**config.mk**
```make
export PLATFORM = sky130hd
export DESIGN_NAME = json_string_unescape_utf8
export DESIGN_NICKNAME = d
export VERILOG_FILES = /design/src/hdl/jsu_pkg.sv /design/src/hdl/jsu_front.sv /design/src/hdl/jsu_queue.sv /design/src/hdl/jsu_back.sv /design/src/hdl/json_string_unescape_utf8.sv
export VERILOG_INCLUDE_DIRS = /design/src /design/src/hdl
export SDC_FILE = /design/constraint.sdc
export NUM_CORES = 1
export LEC_CHECK = 0
export BUFFER_PORTS_ARGS = -buffer_cell sky130_fd_sc_hd__buf_2
export CAP_MARGIN = 10
export CORE_MARGIN = 2
export CORE_UTILIZATION = 28
export CTS_CLUSTER_DIAMETER = 120
export DETAILED_ROUTE_END_ITERATION = 10
export PLACE_DENSITY_LB_ADDON = 0.25
export SLEW_MARGIN = 10
export SYNTH_ARGS = -nofsm -noshare
export SYNTH_HDL_FRONTEND = slang
export SYNTH_HIERARCHICAL = 1
export SYNTH_SLANG_ARGS = --single-unit
```
**constraint.sdc**
```tcl
create_clock -name clk -period 10.9 [get_ports clk]
set_input_delay 1.09 -clock clk [delete_from_list [all_inputs] [get_ports clk]]
set_output_delay 1.09 -clock clk [all_outputs]
set_load 0.02 [all_outputs]
```
**src/hdl/json_string_unescape_utf8_defines.svh**
```systemverilog
// ----------------------------------------------------------------------------
// JSON string unescaper: assertion macros
// Shared assertion helpers; they expand to nothing in synthesis.
// ----------------------------------------------------------------------------
`ifndef JSON_STRING_UNESCAPE_UTF8_DEFINES_SVH
`define JSON_STRING_UNESCAPE_UTF8_DEFINES_SVH
`ifndef SYNTHESIS
// Property that must hold at every clock edge outside reset.
`define JSU_ASSERT(lbl, expr, msg) \
	lbl: assert property (@(posedge clk) disable iff (!arst_n) (expr)) else $error(msg);
// Implication checked in the same cycle.
`define JSU_ASSERT_IMP(lbl, ante, cons, msg) \
	lbl: assert property (@(posedge clk) disable iff (!arst_n) (ante) |-> (cons)) \
		else $error(msg);
`else
`define JSU_ASSERT(lbl, expr, msg)
`define JSU_ASSERT_IMP(lbl, ante, cons, msg)
`endif
`endif

```
**src/hdl/jsu_pkg.sv**
```systemverilog
// ----------------------------------------------------------------------------
// JSON string unescaper: package
// Item types, command format between front and back, and the shared codes.
// ----------------------------------------------------------------------------
`default_nettype none
package jsu_pkg;

	localparam int QUEUE_DEPTH = 4;
	localparam logic [23:0] MAX_BYTES_RESET = 24'd1048576;

	// Input operations.
	localparam logic [1:0] OP_BEGIN = 2'd0;
	localparam logic [1:0] OP_DATA  = 2'd1;
	localparam logic [1:0] OP_END   = 2'd2;

	// Result kinds.
	localparam logic [1:0] KIND_BYTE  = 2'd0;
	localparam logic [1:0] KIND_CLOSE = 2'd1;
	localparam logic [1:0] KIND_ERROR = 2'd2;

	// Error codes.
	localparam logic [3:0] ERR_NONE       = 4'd0;
	localparam logic [3:0] ERR_CTRL       = 4'd1;
	localparam logic [3:0] ERR_ESC_SHORT  = 4'd2;
	localparam logic [3:0] ERR_BAD_ESC    = 4'd3;
	localparam logic [3:0] ERR_HEX_SHORT  = 4'd4;
	localparam logic [3:0] ERR_NON_HEX    = 4'd5;
	localparam logic [3:0] ERR_NO_LOW     = 4'd6;
	localparam logic [3:0] ERR_BAD_LOW    = 4'd7;
	localparam logic [3:0] ERR_LONE_LOW   = 4'd8;
	localparam logic [3:0] ERR_LIMIT      = 4'd9;
	localparam logic [3:0] ERR_BAD_UTF8   = 4'd10;
	localparam logic [3:0] ERR_UNTERM     = 4'd11;

	// Configuration register addresses.
	localparam logic [1:0] REG_MAX_BYTES = 2'd0;

	typedef struct packed {
		logic [1:0] operation;
		logic [7:0] data_byte;
	} in_item_t;

	typedef struct packed {
		logic [1:0] kind;
		logic [7:0] out_byte;
		logic [3:0] error_code;
		logic       last;
	} out_item_t;

	typedef enum logic [1:0] {
		CMD_BEGIN = 2'd0,
		CMD_BYTES = 2'd1,
		CMD_CLOSE = 2'd2,
		CMD_ERROR = 2'd3
	} cmd_op_t;

	// One decoded action: a new string, a code point of one to four bytes,
	// a closing quote, or an error.
	typedef struct packed {
		cmd_op_t         op;
		logic [3:0][7:0] bytes;
		logic [1:0]      nlast;
		logic [3:0]      err;
	} cmd_t;

endpackage
`default_nettype wire

```
**src/hdl/jsu_front.sv**
```systemverilog
// ----------------------------------------------------------------------------
// JSON string unescaper: front end
// Runs the escape parser and byte limit on each accepted item and turns it
// into at most one command for the back end.
// ----------------------------------------------------------------------------
`default_nettype none
module jsu_front (
	input  wire logic             clk,
	input  wire logic             arst_n,
	input  wire logic             accept,
	input  wire jsu_pkg::in_item_t item,
	input  wire logic [23:0]      max_bytes,
	output jsu_pkg::cmd_t          cmd,
	output logic                  cmd_valid
);
	import jsu_pkg::*;

	typedef enum logic [6:0] {
		MODE_IDLE  = 7'b0000001,
		MODE_PLAIN = 7'b0000010,
		MODE_ESC   = 7'b0000100,
		MODE_HEX1  = 7'b0001000,
		MODE_BSL   = 7'b0010000,
		MODE_WANTU = 7'b0100000,
		MODE_HEX2  = 7'b1000000
	} mode_t;

	localparam logic [7:0] CH_QUOTE = 8'h22;
	localparam logic [7:0] CH_BSL   = 8'h5C;
	localparam logic [7:0] CH_SLASH = 8'h2F;
	localparam logic [7:0] CH_B     = 8'h62;
	localparam logic [7:0] CH_F     = 8'h66;
	localparam logic [7:0] CH_N     = 8'h6E;
	localparam logic [7:0] CH_R     = 8'h72;
	localparam logic [7:0] CH_T     = 8'h74;
	localparam logic [7:0] CH_U     = 8'h75;
	localparam logic [7:0] CH_SPACE = 8'h20;

	// Bit 4 set marks a byte that is not a hex digit.
	function automatic logic [4:0] hex_value(input logic [7:0] c);
		logic [4:0] v;
		v = 5'h10;
		if (c >= 8'h30 && c <= 8'h39) begin
			v = {1'b0, c[3:0]};
		end else if ((c >= 8'h61 && c <= 8'h66) || (c >= 8'h41 && c <= 8'h46)) begin
			v = {1'b0, c[3:0] + 4'd9};
		end
		return v;
	endfunction

	mode_t       mode_q, mode_d;
	logic [15:0] acc_q, acc_d;
	logic [1:0]  cnt_q, cnt_d;
	logic [9:0]  hs_q, hs_d;
	logic [24:0] dcnt_q, dcnt_d;

	logic [7:0]      b;
	logic [4:0]      hv;
	logic [15:0]     acc_sh;
	logic [20:0]     cp;
	logic [3:0][7:0] enc_bytes;
	logic [1:0]      enc_nlast;
	logic            err_req;
	logic [3:0]      err_code;
	logic            em_req;
	logic            em_hex;
	logic [7:0]      em_one;
	logic [3:0][7:0] em_bytes;
	logic [1:0]      em_nlast;
	logic [24:0]     dcnt_sum;

	assign b      = item.data_byte;
	assign hv     = hex_value(b);
	assign acc_sh = {acc_q[11:0], hv[3:0]};
	assign cp     = (mode_q == MODE_HEX2) ?
		21'h10000 + {1'b0, hs_q, acc_sh[9:0]} : {5'd0, acc_sh};

	always_comb begin
		enc_bytes = '0;
		if (cp <= 21'h7F) begin
			enc_bytes[0] = cp[7:0];
			enc_nlast    = 2'd0;
		end else if (cp <= 21'h7FF) begin
			enc_bytes[0] = {3'b110, cp[10:6]};
			enc_bytes[1] = {2'b10, cp[5:0]};
			enc_nlast    = 2'd1;
		end else if (cp <= 21'hFFFF) begin
			enc_bytes[0] = {4'b1110, cp[15:12]};
			enc_bytes[1] = {2'b10, cp[11:6]};
			enc_bytes[2] = {2'b10, cp[5:0]};
			enc_nlast    = 2'd2;
		end else begin
			enc_bytes[0] = {5'b11110, cp[20:18]};
			enc_bytes[1] = {2'b10, cp[17:12]};
			enc_bytes[2] = {2'b10, cp[11:6]};
			enc_bytes[3] = {2'b10, cp[5:0]};
			enc_nlast    = 2'd3;
		end
	end

	assign em_bytes = em_hex ? enc_bytes : {24'd0, em_one};
	assign em_nlast = em_hex ? enc_nlast : 2'd0;
	assign dcnt_sum = dcnt_q + 25'({1'b0, em_nlast}) + 25'd1;

	always_comb begin
		mode_d    = mode_q;
		acc_d     = acc_q;
		cnt_d     = cnt_q;
		hs_d      = hs_q;
		dcnt_d    = dcnt_q;
		cmd       = '0;
		cmd_valid = 1'b0;
		err_req   = 1'b0;
		err_code  = ERR_NONE;
		em_req    = 1'b0;
		em_hex    = 1'b0;
		em_one    = b;
		if (accept) begin
			unique case (item.operation)
				OP_BEGIN: begin
					mode_d    = MODE_PLAIN;
					acc_d     = '0;
					cnt_d     = '0;
					hs_d      = '0;
					dcnt_d    = '0;
					cmd_valid = 1'b1;
					cmd.op    = CMD_BEGIN;
				end
				OP_END: begin
					unique case (mode_q)
						MODE_PLAIN: begin
							err_req  = 1'b1;
							err_code = ERR_UNTERM;
						end
						MODE_ESC: begin
							err_req  = 1'b1;
							err_code = ERR_ESC_SHORT;
						end
						MODE_BSL, MODE_WANTU: begin
							err_req  = 1'b1;
							err_code = ERR_NO_LOW;
						end
						MODE_HEX1, MODE_HEX2: begin
							err_req  = 1'b1;
							err_code = ERR_HEX_SHORT;
						end
						default: ;
					endcase
				end
				OP_DATA: begin
					unique case (mode_q)
						MODE_PLAIN: begin
							if (b == CH_QUOTE) begin
								mode_d    = MODE_IDLE;
								cmd_valid = 1'b1;
								cmd.op    = CMD_CLOSE;
							end else if (b < CH_SPACE) begin
								err_req  = 1'b1;
								err_code = ERR_CTRL;
							end else if (b == CH_BSL) begin
								mode_d = MODE_ESC;
							end else begin
								em_req = 1'b1;
							end
						end
						MODE_ESC: begin
							mode_d = MODE_PLAIN;
							em_req = 1'b1;
							unique case (b)
								CH_QUOTE, CH_BSL, CH_SLASH: em_one = b;
								CH_B: em_one = 8'h08;
								CH_F: em_one = 8'h0C;
								CH_N: em_one = 8'h0A;
								CH_R: em_one = 8'h0D;
								CH_T: em_one = 8'h09;
								CH_U: begin
									em_req = 1'b0;
									mode_d = MODE_HEX1;
									acc_d  = '0;
									cnt_d  = '0;
								end
								default: begin
									em_req   = 1'b0;
									err_req  = 1'b1;
									err_code = ERR_BAD_ESC;
								end
							endcase
						end
						MODE_BSL: begin
							if (b != CH_BSL) begin
								err_req  = 1'b1;
								err_code = ERR_NO_LOW;
							end else begin
								mode_d = MODE_WANTU;
							end
						end
						MODE_WANTU: begin
							if (b != CH_U) begin
								err_req  = 1'b1;
								err_code = ERR_NO_LOW;
							end else begin
								mode_d = MODE_HEX2;
								acc_d  = '0;
								cnt_d  = '0;
							end
						end
						MODE_HEX1, MODE_HEX2: begin
							if (hv[4]) begin
								err_req  = 1'b1;
								err_code = ERR_NON_HEX;
							end else begin
								acc_d = acc_sh;
								if (cnt_q != 2'd3) begin
									cnt_d = cnt_q + 2'd1;
								end else begin
									cnt_d = '0;
									if (mode_q == MODE_HEX1) begin
										// High surrogate: wait for the low half.
										if (acc_sh[15:10] == 6'b110110) begin
											hs_d   = acc_sh[9:0];
											mode_d = MODE_BSL;
										end else if (acc_sh[15:10] == 6'b110111) begin
											err_req  = 1'b1;
											err_code = ERR_LONE_LOW;
										end else begin
											mode_d = MODE_PLAIN;
											em_req = 1'b1;
											em_hex = 1'b1;
										end
									end else if (acc_sh[15:10] != 6'b110111) begin
										err_req  = 1'b1;
										err_code = ERR_BAD_LOW;
									end else begin
										mode_d = MODE_PLAIN;
										em_req = 1'b1;
										em_hex = 1'b1;
									end
								end
							end
						end
						default: ;
					endcase
				end
				default: ;
			endcase

			// A code point that would pass the limit is replaced by the error.
			if (em_req) begin
				if (dcnt_sum > {1'b0, max_bytes}) begin
					err_req  = 1'b1;
					err_code = ERR_LIMIT;
				end else begin
					dcnt_d    = dcnt_sum;
					cmd_valid = 1'b1;
					cmd.op    = CMD_BYTES;
					cmd.bytes = em_bytes;
					cmd.nlast = em_nlast;
				end
			end
			if (err_req) begin
				mode_d    = MODE_IDLE;
				cmd_valid = 1'b1;
				cmd.op    = CMD_ERROR;
				cmd.err   = err_code;
			end
		end
	end

	always_ff @(posedge clk or negedge arst_n) begin
		if (!arst_n) begin
			mode_q <= MODE_IDLE;
			acc_q  <= '0;
			cnt_q  <= '0;
			hs_q   <= '0;
			dcnt_q <= '0;
		end else begin
			mode_q <= mode_d;
			acc_q  <= acc_d;
			cnt_q  <= cnt_d;
			hs_q   <= hs_d;
			dcnt_q <= dcnt_d;
		end
	end

endmodule
`default_nettype wire

```
**src/hdl/jsu_queue.sv**
```systemverilog
// ----------------------------------------------------------------------------
// JSON string unescaper: command queue
// Short register queue that decouples the front end from the back end.
// ----------------------------------------------------------------------------
`default_nettype none
`include "json_string_unescape_utf8_defines.svh"
module jsu_queue #(
	parameter int DEPTH = jsu_pkg::QUEUE_DEPTH
) (
	input  wire logic          clk,
	input  wire logic          arst_n,
	input  wire logic          wr_en,
	input  wire jsu_pkg::cmd_t wr_cmd,
	input  wire logic          rd_en,
	output jsu_pkg::cmd_t      head,
	output logic               full,
	output logic               empty
);
	import jsu_pkg::*;

	localparam int PtrW = (DEPTH > 1) ? $clog2(DEPTH) : 1;
	localparam int CntW = $clog2(DEPTH + 1);

	cmd_t            mem_q [DEPTH];
	logic [PtrW-1:0] wr_ptr_q, rd_ptr_q;
	logic [CntW-1:0] count_q;

	assign full  = (count_q == CntW'(DEPTH));
	assign empty = (count_q == '0);
	assign head  = mem_q[rd_ptr_q];

	function automatic logic [PtrW-1:0] ptr_next(input logic [PtrW-1:0] p);
		return (p == PtrW'(DEPTH - 1)) ? '0 : p + PtrW'(1);
	endfunction

	always_ff @(posedge clk) begin
		if (wr_en) begin
			mem_q[wr_ptr_q] <= wr_cmd;
		end
	end

	always_ff @(posedge clk or negedge arst_n) begin
		if (!arst_n) begin
			wr_ptr_q <= '0;
			rd_ptr_q <= '0;
			count_q  <= '0;
		end else begin
			if (wr_en) begin
				wr_ptr_q <= ptr_next(wr_ptr_q);
			end
			if (rd_en) begin
				rd_ptr_q <= ptr_next(rd_ptr_q);
			end
			if (wr_en && !rd_en) begin
				count_q <= count_q + CntW'(1);
			end else if (rd_en && !wr_en) begin
				count_q <= count_q - CntW'(1);
			end
		end
	end

	`JSU_ASSERT(a_queue_bound, count_q <= CntW'(DEPTH), "queue count beyond depth")
	`JSU_ASSERT_IMP(a_queue_no_underrun, rd_en, !empty, "read from empty queue")
	`JSU_ASSERT_IMP(a_queue_no_overrun, wr_en, !full, "write to full queue")

endmodule
`default_nettype wire

```
**src/hdl/jsu_back.sv**
```systemverilog
// ----------------------------------------------------------------------------
// JSON string unescaper: back end
// Plays out each command one result beat per cycle while the output register
// is free or popped, and checks the decoded UTF-8 at the closing quote.
// ----------------------------------------------------------------------------
`default_nettype none
`include "json_string_unescape_utf8_defines.svh"
module jsu_back (
	input  wire logic          clk,
	input  wire logic          arst_n,
	input  wire jsu_pkg::cmd_t head,
	input  wire logic          head_valid,
	output logic               rd_en,
	output jsu_pkg::out_item_t result,
	output logic               empty,
	input  wire logic          pop
);
	import jsu_pkg::*;

	logic [1:0]  idx_q, idx_d;
	logic [1:0]  pend_q, pend_d;
	logic [20:0] part_q, part_d;
	logic [1:0]  cls_q, cls_d;
	logic        bad_q, bad_d;
	out_item_t   out_q;
	logic        out_valid_q;

	logic        can_out;
	logic        take;
	out_item_t   res;
	logic [7:0]  cb;
	logic [20:0] part_sh;
	logic [20:0] minimum;

	assign can_out = !out_valid_q || pop;
	assign cb      = head.bytes[idx_q];
	assign part_sh = {part_q[14:0], cb[5:0]};
	assign minimum = (cls_q == 2'd1) ? 21'h80 : ((cls_q == 2'd2) ? 21'h800 : 21'h10000);

	always_comb begin
		rd_en  = 1'b0;
		take   = 1'b0;
		res    = '0;
		idx_d  = idx_q;
		pend_d = pend_q;
		part_d = part_q;
		cls_d  = cls_q;
		bad_d  = bad_q;
		if (head_valid) begin
			unique case (head.op)
				CMD_BEGIN: begin
					rd_en  = 1'b1;
					pend_d = '0;
					part_d = '0;
					cls_d  = '0;
					bad_d  = 1'b0;
				end
				CMD_BYTES: begin
					if (can_out) begin
						take         = 1'b1;
						res.kind     = KIND_BYTE;
						res.out_byte = cb;
						res.last     = (idx_q == head.nlast);
						if (idx_q == head.nlast) begin
							rd_en = 1'b1;
							idx_d = '0;
						end else begin
							idx_d = idx_q + 2'd1;
						end
						// Incremental UTF-8 check, one byte per beat.
						if (pend_q == 2'd0) begin
							if (cb[7]) begin
								if (cb[7:5] == 3'b110) begin
									pend_d = 2'd1;
									part_d = {16'd0, cb[4:0]};
									cls_d  = 2'd1;
								end else if (cb[7:4] == 4'b1110) begin
									pend_d = 2'd2;
									part_d = {17'd0, cb[3:0]};
									cls_d  = 2'd2;
								end else if (cb[7:3] == 5'b11110) begin
									pend_d = 2'd3;
									part_d = {18'd0, cb[2:0]};
									cls_d  = 2'd3;
								end else begin
									bad_d = 1'b1;
								end
							end
						end else if (cb[7:6] != 2'b10) begin
							bad_d  = 1'b1;
							pend_d = '0;
						end else begin
							part_d = part_sh;
							pend_d = pend_q - 2'd1;
							if (pend_q == 2'd1 && (part_sh < minimum || part_sh > 21'h10FFFF ||
								(part_sh >= 21'hD800 && part_sh <= 21'hDFFF))) begin
								bad_d = 1'b1;
							end
						end
					end
				end
				CMD_CLOSE: begin
					if (can_out) begin
						take     = 1'b1;
						rd_en    = 1'b1;
						res.last = 1'b1;
						if (bad_q || pend_q != 2'd0) begin
							res.kind       = KIND_ERROR;
							res.error_code = ERR_BAD_UTF8;
						end else begin
							res.kind = KIND_CLOSE;
						end
					end
				end
				CMD_ERROR: begin
					if (can_out) begin
						take           = 1'b1;
						rd_en          = 1'b1;
						res.kind       = KIND_ERROR;
						res.error_code = head.err;
						res.last       = 1'b1;
					end
				end
				default: ;
			endcase
		end
	end

	always_ff @(posedge clk) begin
		if (take) begin
			out_q <= res;
		end
	end

	always_ff @(posedge clk or negedge arst_n) begin
		if (!arst_n) begin
			out_valid_q <= 1'b0;
			idx_q       <= '0;
			pend_q      <= '0;
			part_q      <= '0;
			cls_q       <= '0;
			bad_q       <= 1'b0;
		end else begin
			if (take) begin
				out_valid_q <= 1'b1;
			end else if (pop) begin
				out_valid_q <= 1'b0;
			end
			idx_q  <= idx_d;
			pend_q <= pend_d;
			part_q <= part_d;
			cls_q  <= cls_d;
			bad_q  <= bad_d;
		end
	end

	assign result = out_q;
	assign empty  = !out_valid_q;

	`JSU_ASSERT_IMP(a_idx_in_cmd, idx_q != 2'd0,
		head_valid && head.op == CMD_BYTES && idx_q <= head.nlast,
		"byte index outside the current code point")

endmodule
`default_nettype wire

```
**src/hdl/json_string_unescape_utf8.sv**
```systemverilog
// ----------------------------------------------------------------------------
// JSON string unescaper with UTF-8 check
// Top level: configuration register, front end, command queue and back end.
// ----------------------------------------------------------------------------
// The block takes one input item per cycle whenever full is low. The front end
// handles each item in its cycle of acceptance and writes at most one command
// into a four-entry queue; the back end drains that queue, giving one result
// beat per cycle into the output register while that register is free or
// popped. The first result of an item passes the queue and then the output
// register before it can be popped. A \u escape yields up to four bytes against
// the six or twelve input items that produce them, so the back end keeps up
// with one item per cycle; full rises only when the consumer stops popping. A
// string start is consumed by the back end but gives no result. The byte limit
// register sits at address 0 of the register port.
`default_nettype none
module json_string_unescape_utf8 #(
	parameter int QUEUE_DEPTH = jsu_pkg::QUEUE_DEPTH
) (
	input  wire logic               clk,
	input  wire logic               arst_n,
	input  wire logic               push,
	output logic                    full,
	input  wire jsu_pkg::in_item_t  item,
	output logic                    empty,
	input  wire logic               pop,
	output jsu_pkg::out_item_t      result,
	input  wire logic               psel,
	input  wire logic               penable,
	input  wire logic               pwrite,
	input  wire logic [1:0]         paddr,
	input  wire logic [31:0]        pwdata,
	output logic [31:0]             prdata,
	output logic                    pready
);
	import jsu_pkg::*;

	logic [23:0] max_bytes_q;
	logic        accept;
	cmd_t        cmd;
	logic        cmd_valid;
	cmd_t        head;
	logic        q_empty;
	logic        rd_en;

	assign pready = 1'b1;
	assign prdata = (paddr == REG_MAX_BYTES) ? {8'd0, max_bytes_q} : 32'd0;

	always_ff @(posedge clk or negedge arst_n) begin
		if (!arst_n) begin
			max_bytes_q <= MAX_BYTES_RESET;
		end else if (psel && penable && pwrite && pready && paddr == REG_MAX_BYTES) begin
			max_bytes_q <= pwdata[23:0];
		end
	end

	assign accept = push && !full;

	jsu_front u_front (
		.clk       (clk),
		.arst_n    (arst_n),
		.accept    (accept),
		.item      (item),
		.max_bytes (max_bytes_q),
		.cmd       (cmd),
		.cmd_valid (cmd_valid)
	);

	jsu_queue #(
		.DEPTH (QUEUE_DEPTH)
	) u_queue (
		.clk    (clk),
		.arst_n (arst_n),
		.wr_en  (accept && cmd_valid),
		.wr_cmd (cmd),
		.rd_en  (rd_en),
		.head   (head),
		.full   (full),
		.empty  (q_empty)
	);

	jsu_back u_back (
		.clk        (clk),
		.arst_n     (arst_n),
		.head       (head),
		.head_valid (!q_empty),
		.rd_en      (rd_en),
		.result     (result),
		.empty      (empty),
		.pop        (pop)
	);

endmodule
`default_nettype wire

```
==> results of run 1 <==
Yosys cell counts, drive strengths merged (4+ instances only):
master / instances / share of area [%]
dfrtp: 108 / 18
mux2i: 10 / 0.67
o31ai: 19 / 0.96
mux2: 37 / 3.3
a211oi: 11 / 0.55
and3: 19 / 0.83
edfxtp: 175 / 35
nor4: 11 / 0.61
nor2: 73 / 1.9
o31a: 4 / 0.24
clkbuf: 30 / 0.76
nor3b: 4 / 0.24
buf: 37 / 2.2
o2bb2ai: 4 / 0.24
o21ai: 58 / 2.0
a2111oi: 8 / 0.55
or3: 8 / 0.34
a22o: 14 / 0.91
nand4: 13 / 0.55
nand3: 26 / 0.87
nor2b: 10 / 0.42
xor2: 14 / 0.82
a21o: 7 / 0.35
inv: 67 / 1.7
o21a: 9 / 0.45
or2: 6 / 0.25
mux4: 48 / 7.3
or4: 4 / 0.20
nor3: 21 / 0.74
nand2b: 17 / 0.71
xnor2: 18 / 1.1
ha: 47 / 4.0
and2: 48 / 2.1
nand3b: 10 / 0.50
a21oi: 34 / 1.2
o211ai: 7 / 0.35
nand2: 109 / 2.7
cell families after synthesis:
| logic type | Yosys count |
|---|---|
| AOI/OAI and AO/OA | 214 |
| xor gates and xnor gates | 32 |
| adders and majority gates | 49 |
| buffers and inverters | 135 |
| DFF | 285 |
| muxes | 95 |
| other | 3 |
| and+or+nand+nor | 394 |
worst reg2reg max path: stages (launching register included):
cell and delay [ns]:
dfrtp_1 0.41, or3_1 0.51, or3_1 0.62, a21oi_1 0.77, a211o_1 0.27, ha_1 0.15
inv_1 0.05, ha_1 0.19, nand2_1 0.08, inv_1 0.07, o21ai_1 0.59, nor4_1 0.12
xnor2_1 0.25, ha_1 0.31, a2111oi_0 0.42, o211ai_1 0.21, o221a_2 0.31, and2_1 0.17
nor3_2 0.35, nand2_1 0.33, or3_1 0.50, nor2_1 0.37
final cells by class:
cell class	instances	area share [%]
diodes	2	0.02940
clock buffers	46	5.262
clock inverters	15	1.580
inverters	68	1.499
multi-input cells	796	36.48
flip-flops and latches	285	47.06
well taps	688	5.056
repair buffers	96	3.028
through the flow:
stage	hold WS, ns	setup slack, ns	area [um2]
2_1_floorplan	0.4478	4.349	14920
6_report	0.4780	3.190	17030
3_3_place_gp	0.4630	2.837	15860
4_1_cts	0.4770	3.173	17020
3_5_place_dp	0.4659	2.627	15860
5_1_grt	0.5027	2.734	17020
registers in the layout (all words and copies together), names as in the netlist, 2 cells and up:
| name | cells |
|---|---|
| max_bytes_q | 24 |
| u_queue/rd_ptr_q | 2 |
| u_front/acc_q | 12 |
| u_back/part_q | 15 |
| u_queue/mem_q | 160 |
| u_front/mode_q | 7 |
| u_queue/count_q | 3 |
| u_front/dcnt_q | 25 |
| u_back/cls_q | 2 |
| u_back/pend_q | 2 |
| u_back/idx_q | 2 |
| u_front/cnt_q | 2 |
| u_queue/wr_ptr_q | 2 |
| u_front/hs_q | 10 |
| u_back/result | 15 |
worst paths after layout:
check | end | cells after the start
setup reg to reg | u_queue/mem_q[0][30] | 21
hold reg to reg | u_front/hs_q[0] | 2
max in group asynchronous | u_front/hs_q[4] | 2
setup / recovery | u_queue/mem_q[0][30] | 24
min in group asynchronous | u_back/pend_q[0] | 1
hold / removal | u_front/hs_q[0] | 2
power groups by stage:
stage | sequential, mW | clock (mW) | combinational [mW]
floorplan | 1.37 | 0 | 0.750
global placement | 1.36 | 0 | 0.972
detailed placement | 1.37 | 0 | 0.982
CTS | 1.35 | 1.23 | 0.984
global route | 1.36 | 1.28 | 1.07
finish | 1.34 | 1.19 | 0.965
layer usage:
metal | wire length, um | global-route usage, %
met4 | 677 | 3.361
met2 | 16370 | 21.27
met5 | 0 | 0
met3 | 1399 | 2.156
met1 | 16860 | 18.00
==> results.tsv, run 1 <==
metric	value	unit
seq_area_frac_synth	53.82	%
drt_iter0_drc	671	
place_hpwl	23.85	mm
synth_mux_area_share	11.29	%
startpoint	item[1]	
cts_sinks	285	
antenna_found_initial	2	
grt_max_degree	59	
grt_pass1_wl	56.50	mm
min_from	u_front/hs_q[0]	
clock-root-buffer	clkbuf_16	
fmax	0.1297	GHz
swShare	30.92	%
synth_compound_area_share	10.13	%
cts-hold-fix-buffers	0	
slew_viol_final	0	
routed_wl	35.31	mm
layout.nets	1380	
required	11.20	ns
fin_util	32.40	%
worstReg2RegStart	u_front/mode_q[1]	
die-height	234.6	um
grt_setup_unrepaired	no	
synth-simple-area-share	13.94	%
multi_input_area	6211	um2
cpMostUsedCell	ha_1	
totalPowerFinal	3.495	mW
hold_class	register to register	
globalRouteOverflowTotal	0	
area_growth_syn_to_layout	14.38	%
relSlewSlack	26.74	%
worst-setup-path-type	primary input to register	
htree_num_levels	2	
synth_top_family_by_area	simple AND/OR/NAND/NOR gates	
synthAdderAreaFrac	4.153	%
path_max_fanout	10	
vdd_ir_drop_max	0.0001101	V
synth_area	14880	um2
wire_per_inst	17.69	um
seqCellArea	8013	um2
cpMaxStageDelayCell	a2111oi_2	
seqPwrFrac	38.4	%
drtAntennaViolNets	0	
period_needed	7.710	ns
cts_setup_buffers	0	
period_share	70.73	%
port-buffer-count	83	
syn_inst	1207	
vias	9860	
n_fill_cell	5218	
drive_gt1_share	20.75	%
instances_no_fill	1996	
fin_skew	0.02596	ns
synth_enable_flop_cells	175	
path_cells	buf_2 -> inv_1 -> ha_1 -> o21bai_1 -> a2111oi_2 -> o211ai_1 -> or3_1 -> nor2_1 -> xor2_1 -> ha_1 -> nand2_1 -> inv_1 -> o21ai_1 -> nor4_1 -> xnor2_1 -> ha_1 -> a2111oi_0 -> o211ai_1 -> o221a_2 -> and2_1 -> nor3_2 -> nand2_1 -> or3_1 -> nor2_1	
avgSynthCellArea	12.33	um2
cp.arrival	8.01	ns
powerDensity	205.3	nW/um2
leakage	6.836	nW
die_x	234.6	um
drv_cap	0	
initial_core_util	28.32	%
ys_seq_elements	285	
gp_congestion	0.8150	
synth_cell_types	95	
dr.pass1.iters	5	
setup_viol	0	
grt.total_usage	13.04	%
top_level_ports	101	
critPathLaunchType	primary input	
combPwrFrac	27.6	%
clk_pin_slew	0.06	ns
numCtsBuffers	34	
yosys_warnings	6	
clockPowerShare	34.0	%
final_cell_mix	edfxtp_1 (175), nand2_1 (109), dfrtp_1 (106)	
die_area	55020	um2
path_buf_inv	3	
num_rows	84	
cp_top_family	simple AND/OR/NAND/NOR gates	
drc	0	
synth-async-reset-ratio	38.60	%
insertion_delay	0.53	ns
fin_tns_setup	0	ns
core_area	52550	um2
cts-resized-gates	0	
slowest_delay	0.73	ns
synthXorXnorAreaFrac	1.883	%
layout_commonest_cell	edfxtp_1	
outcome	finished, final reports clean	
dp_cells	1933	
reg2reg_slack	3.62	ns
grt_pass1_vias	10060	
tightestPinTransition	1.095	ns
power_switching	1.081	mW
endpoint_kind	register	
yosys_most_used_dff	edfxtp_1	
vias_per_cell	4.940	
cts_tree	yes	
max-clock-path-buffers	3	
finalHoldViolCount	0	
internal_power	2.414	mW
Note: power is estimated with default switching activity, not from simulation.
==> inputs of run 2 (changes only) <==
==> constraint.sdc (replaced) <==
create_clock -name clk -period 7.08 [get_ports clk]
set_input_delay 0.708 -clock clk [delete_from_list [all_inputs] [get_ports clk]]
set_output_delay 0.708 -clock clk [all_outputs]
set_load 0.02 [all_outputs]
==> run 2 against run 1 <==
Compared with the run above: via count rose by 0.61%; combinational power up 50%; worst setup slack lost 2.8 ns; final cell count rose by 0.95%; die area stayed put; sequential power is 57% higher; register-to-register slack lost 3.2 ns; non-clock buffer count is 19 higher; clock power is 49% higher.
==> results.tsv, run 2 (synthesis gave the netlist of run 1 again) <==
metric	value	unit
outcome	finished, final reports clean	
worstReg2RegStart	u_front/mode_q[1]	
cp.arrival	6.88	ns
die_area	55020	um2
insertion_delay	0.53	ns
drt_iter0_drc	678	
tightestPinTransition	0.9368	ns
top_level_ports	101	
finalHoldViolCount	0	
largest_reg_flops	160	
drive_gt1_share	22.10	%
final_cell_mix	edfxtp_1 (175), nand2_1 (109), dfrtp_1 (106)	
startpoint	u_front/mode_q[1]	
pre_cts_ws	0.1959	ns
path_max_fanout	14	
cts-resized-gates	0	
area_growth_syn_to_layout	15.11	%
top_register	u_queue/mem_q	
layout_commonest_cell	edfxtp_1	
finalWorstSetupSlack	0.4331	ns
grt_max_degree	59	
die-height	234.6	um
period_needed	6.647	ns
largestRegisters	u_queue/mem_q (160), u_front/dcnt_q (25), max_bytes_q (24)	
drv_cap	0	
port-buffer-count	83	
finalInstanceArea	17130	um2
globalRouteOverflowTotal	0	
antenna_found_initial	2	
vias	9920	
core_area	52550	um2
dr.pass1.iters	5	
wire_per_inst	17.85	um
vias_per_cell	4.923	
cts_tree	yes	
place_hpwl	24.92	mm
initial_core_util	28.32	%
grt_pass1_wl	56.76	mm
totalPowerFinal	5.323	mW
clk_pin_slew	0.06	ns
slew_viol_final	0	
fin_skew	0.02089	ns
period_share	93.88	%
setup_viol	0	
numCtsBuffers	34	
powerDensity	310.7	nW/um2
endpoint_kind	register	
cts_sinks	285	
clock-root-buffer	clkbuf_16	
instances_no_fill	2015	
gp_congestion	0.8322	
critPathLaunchType	register	
layout.nets	1399	
place_area	16000	um2
drtAntennaViolNets	0	
grt.total_usage	13.20	%
cts_setup_buffers	0	
fin_tns_setup	0	ns
routed_wl	35.97	mm
grt_pass1_vias	9836	
htree_num_levels	2	
leakage	6.907	nW
drc	0	
hold_class	primary input to async pin	
relSlewSlack	37.55	%
num_rows	84	
hold_ws	0.2862	ns
worst-setup-path-type	register to register	
required	7.31	ns
cts-hold-fix-buffers	0	
grt_setup_unrepaired	no	
dp_cells	1952	
max-clock-path-buffers	3	
vdd_ir_drop_max	0.0001437	V
fin_util	32.60	%
die_x	234.6	um
fmax	0.1504	GHz
## run 2: cell count changes in the layout (fill, tap and decap cells not counted), moves of 2 or more
| cell | change |
|---|---|
| bufinv_16 | -2 |
| buf_4 | +19 |
| clkinv_1 | +7 |
| clkbuf_1 | -9 |
| clkinvlp_4 | +4 |
| inv_16 | -2 |
## run 2: final timing paths
check / endpoint / slack, ns / depth (start not counted)
worst max-delay path: u_queue/mem_q[3][10] / 0.43 / 21
worst min-delay path: u_back/bad_q / 0.29 / 1
worst max register to register: u_queue/mem_q[3][10] / 0.43 / 21
worst min register to register: u_front/hs_q[0] / 0.49 / 2
max in group asynchronous: u_front/hs_q[2] / 5.49 / 2
min in group clk: max_bytes_q[4] / 0.41 / 2
## run 2: layout make-up
cell class              count  area, um2
diodes                      1      2.502
clock buffers              38      887.1
clock inverters            24      246.5
fillers                  5296      35420
inverters                  68      255.2
multi-input cells         796       6211
flip-flops and latches    285       8013
well taps                 688      860.8
repair buffers            115      658.1
## run 2: critical path, stage by stage, from the launching register on
cell and delay [ns]:
dfrtp_1 0.41, or3_1 0.52, or3_1 0.61, a22o_4 0.40, and3_1 0.21, a211o_1 0.27, ha_1 0.18, inv_1 0.07
ha_1 0.17, nand2_1 0.07, inv_1 0.10, o21ai_1 0.09, nor4_1 0.33, xnor2_1 0.22, ha_1 0.31, a2111oi_0 0.43
o211ai_1 0.20, nand4b_1 0.25, and2_1 0.22, nor3_2 0.31, nand3_1 0.35, nor3_1 0.62
## run 2: power by group
part	internal, mW	switching (mW)	total [mW]
Combinational	0.647	0.808	1.45
Sequential	1.95	0.153	2.10
Clock	1.06	0.710	1.77
## run 2: per-layer routing
| metal | part of all wire [%] | wire length (um) | track usage (%) |
|---|---|---|---|
| met5 | 0 | 0 | 0 |
| met4 | 2.2 | 805 | 3.636 |
| met3 | 4.7 | 1694 | 2.108 |
| met2 | 46 | 16400 | 20.90 |
| met1 | 47 | 17060 | 18.68 |
